### src/rtl/mkd_pkg.sv
package mkd_pkg;

  localparam int TickW = 12;
  localparam int CountW = 8;
  localparam int CodeW = 7;
  localparam int DotLimitW = 10;
  localparam int LetterGapW = 10;
  localparam int WordGapW = 12;
  localparam int CfgDataW = 12;

  localparam int SymbolSlotsDefault = 9;
  localparam int MessageCapacity = 128;

  localparam logic [TickW-1:0] TickMax = '1;
  localparam logic [DotLimitW-1:0] DotLimitReset = 10'd30;
  localparam logic [LetterGapW-1:0] LetterGapReset = 10'd50;
  localparam logic [WordGapW-1:0] WordGapReset = 12'd150;

  localparam logic [CodeW-1:0] UnknownCode = 7'h61;
  localparam logic [CodeW-1:0] LetterBase = 7'h41;
  localparam logic [CodeW-1:0] DigitBase = 7'h30;
  localparam int MaxCodeLen = 5;
  localparam int CodeEntries = 36;
  localparam int LetterEntries = 26;

  // Each entry is {length, symbols}; symbol i sits in bit i, a dash is 1.
  localparam logic [7:0] CodeTable [CodeEntries] = '{
    {3'd2, 5'b00010}, {3'd4, 5'b00001}, {3'd4, 5'b00101}, {3'd3, 5'b00001},
    {3'd1, 5'b00000}, {3'd4, 5'b00100}, {3'd3, 5'b00011}, {3'd4, 5'b00000},
    {3'd2, 5'b00000}, {3'd4, 5'b01110}, {3'd3, 5'b00101}, {3'd4, 5'b00010},
    {3'd2, 5'b00011}, {3'd2, 5'b00001}, {3'd3, 5'b00111}, {3'd4, 5'b00110},
    {3'd4, 5'b01011}, {3'd3, 5'b00010}, {3'd3, 5'b00000}, {3'd1, 5'b00001},
    {3'd3, 5'b00100}, {3'd4, 5'b01000}, {3'd3, 5'b00110}, {3'd4, 5'b01001},
    {3'd4, 5'b01101}, {3'd4, 5'b00011},
    {3'd5, 5'b11111}, {3'd5, 5'b11110}, {3'd5, 5'b11100}, {3'd5, 5'b11000},
    {3'd5, 5'b10000}, {3'd5, 5'b00000}, {3'd5, 5'b00001}, {3'd5, 5'b00011},
    {3'd5, 5'b00111}, {3'd5, 5'b01111}
  };

  typedef enum logic [1:0] {
    CFG_DOT_LIMIT  = 2'd0,
    CFG_LETTER_GAP = 2'd1,
    CFG_WORD_GAP   = 2'd2
  } mkd_cfg_index_t;

  typedef struct packed {
    logic space_mark;
    logic release_edge;
    logic dash;
    logic gap_over;
  } mkd_event_t;

  typedef struct packed {
    logic              char_valid;
    logic [CodeW-1:0]  char_code;
    logic              space_before;
    logic [CountW-1:0] text_length;
  } mkd_letter_t;

  typedef struct packed {
    logic        tone_on;
    mkd_letter_t letter;
  } mkd_result_t;

  function automatic logic [CodeW-1:0] mkd_decode(input logic [2:0] len,
                                                  input logic [4:0] bits);
    logic [CodeW-1:0] code;
    code = UnknownCode;
    for (int i = 0; i < CodeEntries; i++) begin
      if (CodeTable[i] == {len, bits}) begin
        code = (i < LetterEntries) ? CodeW'(LetterBase + CodeW'(i))
                                   : CodeW'(DigitBase + CodeW'(i - LetterEntries));
      end
    end
    return code;
  endfunction

endpackage

### src/rtl/mkd_timer.sv
module mkd_timer (
  input  logic                             clk,
  input  logic                             rst,
  input  logic                             step,
  input  logic                             key_down,
  input  logic [mkd_pkg::DotLimitW-1:0]    dot_limit,
  input  logic [mkd_pkg::LetterGapW-1:0]   letter_gap,
  input  logic [mkd_pkg::WordGapW-1:0]     word_gap,
  output mkd_pkg::mkd_event_t              ev
);
  import mkd_pkg::*;

  logic [TickW-1:0] press_ticks;
  logic [TickW-1:0] gap_ticks;
  logic             key_was_down;
  logic             seen_first_press;
  logic [TickW-1:0] gap_inc;

  // Both counters stick at their ceiling.
  assign gap_inc = (gap_ticks == TickMax) ? gap_ticks : gap_ticks + 1'b1;

  always_comb begin
    ev.space_mark   = key_down && !key_was_down && seen_first_press &&
                      (gap_ticks > word_gap);
    ev.release_edge = !key_down && key_was_down;
    ev.dash         = press_ticks >= TickW'(dot_limit);
    ev.gap_over     = !key_down && !key_was_down && (gap_inc > TickW'(letter_gap));
  end

  always_ff @(posedge clk) begin
    if (rst) begin
      press_ticks      <= '0;
      gap_ticks        <= '0;
      key_was_down     <= 1'b0;
      seen_first_press <= 1'b0;
    end else if (step) begin
      key_was_down <= key_down;
      if (key_down) begin
        seen_first_press <= 1'b1;
        if (!key_was_down) begin
          press_ticks <= TickW'(1);
        end else if (press_ticks != TickMax) begin
          press_ticks <= press_ticks + 1'b1;
        end
      end else if (key_was_down) begin
        press_ticks <= '0;
        gap_ticks   <= '0;
      end else begin
        gap_ticks <= gap_inc;
      end
    end
  end

endmodule

### src/rtl/mkd_letter.sv
module mkd_letter #(
  parameter int SYMBOL_SLOTS = mkd_pkg::SymbolSlotsDefault
) (
  input  logic                 clk,
  input  logic                 rst,
  input  logic                 step,
  input  logic                 erase,
  input  mkd_pkg::mkd_event_t  ev,
  output mkd_pkg::mkd_letter_t res
);
  import mkd_pkg::*;

  localparam int SymCountW = $clog2(SYMBOL_SLOTS + 1);

  logic [SYMBOL_SLOTS-1:0] symbol_pattern, symbol_pattern_next;
  logic [SymCountW-1:0]    symbol_count, symbol_count_next;
  logic                    symbol_pending, symbol_pending_next;
  logic                    space_pending, space_pending_next;
  logic [CountW-1:0]       char_count, char_count_next;
  logic [CountW-1:0]       count_mid;
  logic                    room;
  logic [CodeW-1:0]        letter;

  assign room = ({1'b0, char_count} + 9'd2) <= 9'(MessageCapacity);

  // Patterns longer than any table entry cannot match.
  assign letter = (symbol_count <= SymCountW'(MaxCodeLen))
                ? mkd_decode(symbol_count[2:0], symbol_pattern[4:0]) : UnknownCode;

  always_comb begin
    symbol_pattern_next = symbol_pattern;
    symbol_count_next   = symbol_count;
    symbol_pending_next = symbol_pending;
    space_pending_next  = space_pending;
    count_mid           = char_count;
    res                 = '0;
    if (ev.space_mark) begin
      space_pending_next = 1'b1;
    end
    if (ev.release_edge) begin
      if (symbol_count < SymCountW'(SYMBOL_SLOTS)) begin
        for (int i = 0; i < SYMBOL_SLOTS; i++) begin
          if (symbol_count == SymCountW'(i)) begin
            symbol_pattern_next[i] = ev.dash;
          end
        end
        symbol_count_next = symbol_count + 1'b1;
      end
      symbol_pending_next = 1'b1;
    end
    if (ev.gap_over && symbol_pending) begin
      if (room) begin
        if (space_pending) begin
          count_mid          = count_mid + 1'b1;
          res.space_before   = 1'b1;
          space_pending_next = 1'b0;
        end
        count_mid      = count_mid + 1'b1;
        res.char_valid = 1'b1;
        res.char_code  = letter;
      end
      symbol_pattern_next = '0;
      symbol_count_next   = '0;
      symbol_pending_next = 1'b0;
    end
    char_count_next = (erase && count_mid != '0) ? count_mid - 1'b1 : count_mid;
    res.text_length = char_count_next;
  end

  always_ff @(posedge clk) begin
    if (rst) begin
      symbol_pattern <= '0;
      symbol_count   <= '0;
      symbol_pending <= 1'b0;
      space_pending  <= 1'b0;
      char_count     <= '0;
    end else if (step) begin
      symbol_pattern <= symbol_pattern_next;
      symbol_count   <= symbol_count_next;
      symbol_pending <= symbol_pending_next;
      space_pending  <= space_pending_next;
      char_count     <= char_count_next;
    end
  end

endmodule

### src/rtl/morse_key_decoder_top.sv
// Channel  Direction  Handshake              Payload
// in       sink       in_valid / in_stall    key_down, erase
// out      source     out_valid / out_stall  tone_on, char_valid, char_code,
//                                            space_before, text_length
// cfg      sink       cfg_write              cfg_index, cfg_data
//
// One word is taken per clock cycle while in_stall is low; with the output register
// free its result is ready in the cycle after it is accepted.
// The output register is backed by a one-word skid stage: while the output stalls one
// more word is taken and then in_stall rises; the cycle that drains the skid stage
// takes no new word.
// in_stall is high only while the skid stage holds a word; it is a plain register output.
// Reset (rst, synchronous, active high) clears all key state, the message count and the
// handshake, and loads the default timing registers.
module morse_key_decoder_top #(
  parameter int SYMBOL_SLOTS = mkd_pkg::SymbolSlotsDefault
) (
  input  logic                          clk,
  input  logic                          rst,
  input  logic                          in_valid,
  output logic                          in_stall,
  input  logic                          key_down,
  input  logic                          erase,
  output logic                          out_valid,
  input  logic                          out_stall,
  output logic                          tone_on,
  output logic                          char_valid,
  output logic [mkd_pkg::CodeW-1:0]     char_code,
  output logic                          space_before,
  output logic [mkd_pkg::CountW-1:0]    text_length,
  input  logic                          cfg_write,
  input  logic [1:0]                    cfg_index,
  input  logic [mkd_pkg::CfgDataW-1:0]  cfg_data
);
  import mkd_pkg::*;

  // Timing registers, to be written only while the decoder is idle; the block does not enforce this.
  logic [DotLimitW-1:0]  dot_limit;
  logic [LetterGapW-1:0] letter_gap;
  logic [WordGapW-1:0]   word_gap;

  logic        accept;
  logic        take;
  mkd_event_t  ev;
  mkd_letter_t letter;
  mkd_result_t result_new;
  mkd_result_t out_word;
  mkd_result_t skid_word;
  logic        skid_valid;

  always_ff @(posedge clk) begin
    if (rst) begin
      dot_limit  <= DotLimitReset;
      letter_gap <= LetterGapReset;
      word_gap   <= WordGapReset;
    end else if (cfg_write) begin
      unique case (mkd_cfg_index_t'(cfg_index))
        CFG_DOT_LIMIT:  dot_limit  <= cfg_data[DotLimitW-1:0];
        CFG_LETTER_GAP: letter_gap <= cfg_data[LetterGapW-1:0];
        CFG_WORD_GAP:   word_gap   <= cfg_data[WordGapW-1:0];
        default: ;
      endcase
    end
  end

  assign accept = in_valid && !in_stall;
  assign take   = out_valid && !out_stall;

  // The key timer turns each tick into press and gap events.
  mkd_timer u_timer (
    .clk        (clk),
    .rst        (rst),
    .step       (accept),
    .key_down   (key_down),
    .dot_limit  (dot_limit),
    .letter_gap (letter_gap),
    .word_gap   (word_gap),
    .ev         (ev)
  );

  // The letter unit collects symbols, looks up the letter and keeps the message count.
  mkd_letter #(
    .SYMBOL_SLOTS (SYMBOL_SLOTS)
  ) u_letter (
    .clk   (clk),
    .rst   (rst),
    .step  (accept),
    .erase (erase),
    .ev    (ev),
    .res   (letter)
  );

  assign result_new.tone_on = key_down;
  assign result_new.letter  = letter;

  // Output register plus skid stage. A new word goes straight to the output
  // register when that is free or being emptied, otherwise it parks in the skid.
  always_ff @(posedge clk) begin
    if (rst) begin
      out_valid  <= 1'b0;
      skid_valid <= 1'b0;
    end else if (skid_valid) begin
      if (take) begin
        out_word   <= skid_word;
        skid_valid <= 1'b0;
      end
    end else if (accept) begin
      if (!out_valid || take) begin
        out_word  <= result_new;
        out_valid <= 1'b1;
      end else begin
        skid_word  <= result_new;
        skid_valid <= 1'b1;
      end
    end else if (take) begin
      out_valid <= 1'b0;
    end
  end

  assign in_stall     = skid_valid;
  assign tone_on      = out_word.tone_on;
  assign char_valid   = out_word.letter.char_valid;
  assign char_code    = out_word.letter.char_code;
  assign space_before = out_word.letter.space_before;
  assign text_length  = out_word.letter.text_length;

endmodule

### config.mk
export PLATFORM = sky130hd
export DESIGN_NAME = morse_key_decoder_top
export DESIGN_NICKNAME = d
export VERILOG_FILES = /design/src/rtl/mkd_pkg.sv /design/src/rtl/mkd_timer.sv /design/src/rtl/mkd_letter.sv /design/src/rtl/morse_key_decoder_top.sv
export SDC_FILE = /design/constraint.sdc
export NUM_CORES = 1
export LEC_CHECK = 0
export ABC_AREA = 1
export BUFFER_PORTS_ARGS = -buffer_cell sky130_fd_sc_hd__buf_2
export CORE_ASPECT_RATIO = 0.5
export CORE_MARGIN = 8
export CORE_UTILIZATION = 36
export DETAILED_ROUTE_END_ITERATION = 10
export GPL_ROUTABILITY_DRIVEN = 0
export PLACE_DENSITY = 0.59
export REMOVE_ABC_BUFFERS = 1
export SYNTH_ARGS = -nofsm -noshare
export SYNTH_HDL_FRONTEND = slang
export SYNTH_SLANG_ARGS = --single-unit
### constraint.sdc
create_clock -name clk -period 4.17 [get_ports clk]
set_input_delay 0.6255 -clock clk [delete_from_list [all_inputs] [get_ports clk]]
set_output_delay 0.6255 -clock clk [all_outputs]
set_load 0.01 [all_outputs]
# After elaboration in Yosys (flattened, before gate mapping)
# Cells that the tools add are included.
# word_totals
regBits,115
output_inout_bits,20
# op_classes
n_bitwise,4
addsub,7
muxes,80
magnitude_cmp,6
reduce_logical,46
n_eq_ne,47
# ops
op,n
"equality test 8 bit, first input constant",22
2-to-1 mux 6 bit,26
"equality test 7 x 8 -> 1 bit, first input constant",12
2-to-1 mux 7 bit,11
2-to-1 mux 12 bit,6
2-to-1 mux 18 bit,4
2-to-1 mux 8 bit,6
AND reduction 4 bit,7
"adder 12 x 1 -> 12 bit, second input constant",2
nonzero test 2 bit,11
2-to-1 mux 1 bit,19
2-to-1 mux 9 bit,2
"adder 8 x 1 -> 8 bit, second input constant",2
"equality test 6 x 8 -> 1 bit, first input constant",2
2-to-1 mux 5 bit,3
"equality test 12 bit, second input constant",1
>= comparator 12 x 10 -> 1 bit,1
> comparator 12 x 10 -> 1 bit,1
> comparator 12 bit,1
2-to-1 mux 4 bit,3
"!= test 12 bit, second input constant",1
AND reduction 2 bit,6
logical AND 1 bit,10
"adder 8 x 2 -> 9 bit, second input constant",1
other kinds (20),30

# Depth between registers and ports, before layout
# depth
word_depth,43
ltp_mapped,34
ltp_nobuf,33

# Hierarchy
# A second synthesis with hierarchy kept.
# hier_totals
cells_unflattened,1111
hier_area_um2,7788.7
# modules_own_cells
module,cells_each,area_per_inst_um2,seq_area_each_um2,n_inst
morse_key_decoder_top,301,2822.7,1761.7,1
mkd_letter,441,2542.4,380.4,1
mkd_timer,369,2423.6,520.5,1

# Worst setup path after synthesis
# OpenSTA, ideal clock, no wires.
# synth_timing
kind,register to register
from,register u_timer.gap_ticks[0]
to,"register out_word, in the netlist text_length[3], data pin"
stages_incl_launch_ff,32
n_path_buf,1
required_time_ps,3917
setup_time_ps,253
arrival_time_ps,3322
period_less_slack_ps,3574
path_slack_ps,596
cell_sequence,dfxtp_1 -> ha_1 -> nand3_2 -> nor2_4 -> nand4_4 -> nand3_1 -> nor2_1 -> xor2_1 -> ha_1 -> nand2_1 -> nor2_1 -> nand2_1 -> nand2_1 -> nand2_1 -> nand2_1 -> nand2_1 -> nand2_2 -> nand3_4 -> buf_6 -> nor2_1 -> nor2_2 -> inv_1 -> ha_1 -> nand2_1 -> nor2_1 -> nand2_2 -> nand2_4 -> inv_4 -> nand2_2 -> nand2_2 -> nand2_1 -> nand2_1
# synth_rtl
element,line,text
from (decl),mkd_timer.sv:14,logic [TickW-1:0] gap_ticks;
from (signal assigned),mkd_timer.sv:49,gap_ticks <= gap_inc;
to (signal assigned),morse_key_decoder_top.sv:104,out_word <= skid_word;
to (signal assigned),morse_key_decoder_top.sv:109,out_word <= result_new;
to (decl),morse_key_decoder_top.sv:47,mkd_result_t out_word;

==> impl_metrics.json <==
{
  "status": "finished, final reports clean",
  "ys.warnings.count": 0,
  "clock-sinks": 115,
  "postRouteAntennaNets": 0,
  "grt_pass1_wl_um": 30530,
  "ys_seq_area_share_pct": 37.02,
  "antenna_found_initial": 1,
  "wl_per_cell_um": 13.61,
  "grt_start_max_net_pins": 34,
  "highest_layer": "met5",
  "cts_buffer_depth": 2,
  "synthMostInstantiatedCell": "nand2_1",
  "hold_viol": 0,
  "fin_worst_skew_ns": 0.01319,
  "tritoncts": "done",
  "cts_hold_buf": 0,
  "synth_flop_cell": "dfxtp_1",
  "crit_slowest_cell": "dfxtp_2",
  "start_kind": "flip-flop",
  "power_density_mw_per_mm2": 353.1,
  "diodes": 0,
  "drt-initial-drc-count": 426,
  "fin_util_pct": 42.66,
  "drc_errors": 0,
  "start_util_pct": 36.88,
  "cpPeakStageDelay_ns": 0.37,
  "tightest_slew_ns": 0.8060,
  "syn_area_mm2": 0.007193,
  "synth_top_area_share_pct": 21.99,
  "timing.final.max_slew_violations": 0,
  "critPathArrivalTime_ns": 4.00,
  "cp_common_cell": "nand2_1",
  "yosysTopAreaCell": "dfxtp_1",
  "place_hpwl_um": 13620,
  "rows": 36,
  "fin_tns_setup_ns": 0,
  "die_h_um": 116.0,
  "grtUsageTotal_pct": 14.92,
  "async_flop_share_pct": 0,
  "synth_edf_count": 36,
  "vias_per_cell": 4.806,
  "synth.distinct_cells": 52,
  "num_vias": 6488,
  "cts.htree.levels": 4,
  "routed-wl-met2_um": 7768,
  "die_area_mm2": 0.02503,
  "netlist_top_cells_count": "nand2_1 (259), inv_1 (160), nor2_1 (90)",
  "wl_met1_um": 9236,
  "clockRootBuffer": "clkbuf_16",
  "finalWirelength_um": 18380,
  "area_growth_pct": 15.67,
  "critPathCaptureType": "flip-flop",
  "fmax_ghz": 0.2617,
  "maxCapViolCount": 0,
  "grt_pass1_vias": 6175,
  "core-area_mm2": 0.01950,
  "grt_overflow_total": 0,
  "ir_drop_mv": 0.2303,
  "first_pass_iters": 5,
  "crit_required_ns": 4.35,
  "min_period_ns": 3.821,
  "drive_gt1_share_pct": 13.01,
  "power.leakage_nw": 3.801,
  "yosys_register_bits": 115,
  "portBuffers": 40,
  "timing.final.crit_share_pct": 91.62,
  "slew_headroom_pct": 46.07,
  "setup-violations-final": 0,
  "postSynthAreaPerCell_um2": 7.059,
  "wl_met3_um": 961,
  "hold_class": "reg -> reg",
  "io_pins": 41,
  "clk_latency_ns": 0.42,
  "numCtsBuffers": 17,
  "worst-path-max-fanout": 9,
  "synth_area_leaders": "dfxtp_1 (22%), edfxtp_1 (15%), nand2_1 (14%), inv_1 (8.3%), ha_1 (7.7%)",
  "synthCells": 1019,
  "fp.dieW_um": 215.9,
  "critical_path_class": "reg -> reg",
  "path_clk_slew_ns": 0.05,
  "nNetsFinal": 1136
}
## report_power, final
part	switching, mW	internal (mW)
logic	0.248	0.120
clock network	0.517	0.819
registers	0.0289	1.20
total	0.794	2.14
## registers in the layout, indices dropped and copies added, names as in the netlist
| signal | count |
|---|---|
| skid_word | 18 |
| u_timer.gap_ticks | 12 |
| u_timer.press_ticks | 12 |
| word_gap | 12 |
| dot_limit | 10 |
| letter_gap | 10 |
| text_length | 8 |
| u_letter.char_count | 8 |
| char_code | 7 |
| u_letter.symbol_pattern | 5 |
| u_letter.symbol_count | 4 |
| char_valid | 1 |
| in_stall | 1 |
| out_valid | 1 |
| space_before | 1 |
| tone_on | 1 |
| u_letter.space_pending | 1 |
| u_letter.symbol_pending | 1 |
| u_timer.key_was_down | 1 |
| u_timer.seen_first_press | 1 |
## final timing paths
kind                        start        endpoint  slack [ns]  cells after the start
min                  dot_limit[7]    dot_limit[7]        0.46                      2
max reg2reg  u_timer.gap_ticks[1]  text_length[4]        0.35                     30
max          u_timer.gap_ticks[1]  text_length[4]        0.35                     30
min reg2reg          dot_limit[7]    dot_limit[7]        0.46                      2
## worst max-delay path, delay by kind of cell (launching register included)
| family | cells | cell delay [ns] |
|---|---|---|
| adder cells (fa/ha/maj) | 2 | 0.53 |
| buffers and inverters | 3 | 0.36 |
| flip-flops | 1 | 0.37 |
| XOR/XNOR | 1 | 0.16 |
| AND/OR/NAND/NOR | 24 | 2.15 |
## logic make-up after synthesis
group	after synthesis	synth area share, %
and+or+nand+nor	488	29.87
adders and majority gates	44	7.654
xor gates and xnor gates	17	2.070
buffers and inverters	190	10.26
AOI/OAI and AO/OA	164	12.98
muxes	1	0.1565
DFF	115	37.02
## metrics by stage
stage	instances	power [mW]	worst slack, ns	instance area (um^2)	hold WS (ns)
3_5_place_dp	1310	1.622	0.1957	7690	0.4520
3_3_place_gp	1310	1.616	0.3414	7690	0.4452
2_1_floorplan	994	1.505	0.6528	7077	0.4303
5_1_grt	1350	3.088	-0.01213	8320	0.4617
4_1_cts	1342	2.965	0.1766	8232	0.4509
6_report	1350	2.938	0.3493	8320	0.4573
## layout make-up
cell class | instances | area (um^2)
inverters | 165 | 621.8
repair buffers | 57 | 327.8
clock inverters | 9 | 52.55
flip-flops and latches | 115 | 2668
clock buffers | 23 | 489.2
fillers | 2036 | 11180
well taps | 266 | 332.8
multi-input cells | 715 | 3829
## cells in the final DEF (no fill, tap or decap), types with 3 or more instances in the layout
cell type and count:
inv_2 5, clkinv_2 6, ha_1 43, dfxtp_1 77, clkbuf_1 3, a31oi_1 7, o21ai_1 3, o21ai_0 46
buf_4 17, xnor2_1 5, nand2_2 23, nand2_1 259, inv_1 158, xor2_1 11, a211oi_1 4, nor3b_1 5
nor3_1 20, o21a_1 7, nand3_2 4, clkbuf_16 18, a21oi_1 70, nand3_1 56, nor2_2 6, nand4_1 12
nor2_4 3, edfxtp_1 36, buf_2 40, nor2_1 89, o211ai_1 12
## metal layers
metal  vias to the layer above  global-route usage (%)
li1                       3407                       -
met1                      2913                   19.33
met2                       138                   23.72
met3                        28                   3.778
met4                         2                   5.961
met5                         -                       0
## what timing repair did
item                                    CTS  global route
setup buffers                             0             7
endpoints found under the setup margin    0            24
gates resized for setup                   0            10
Note: power is estimated with default switching activity, not from simulation.
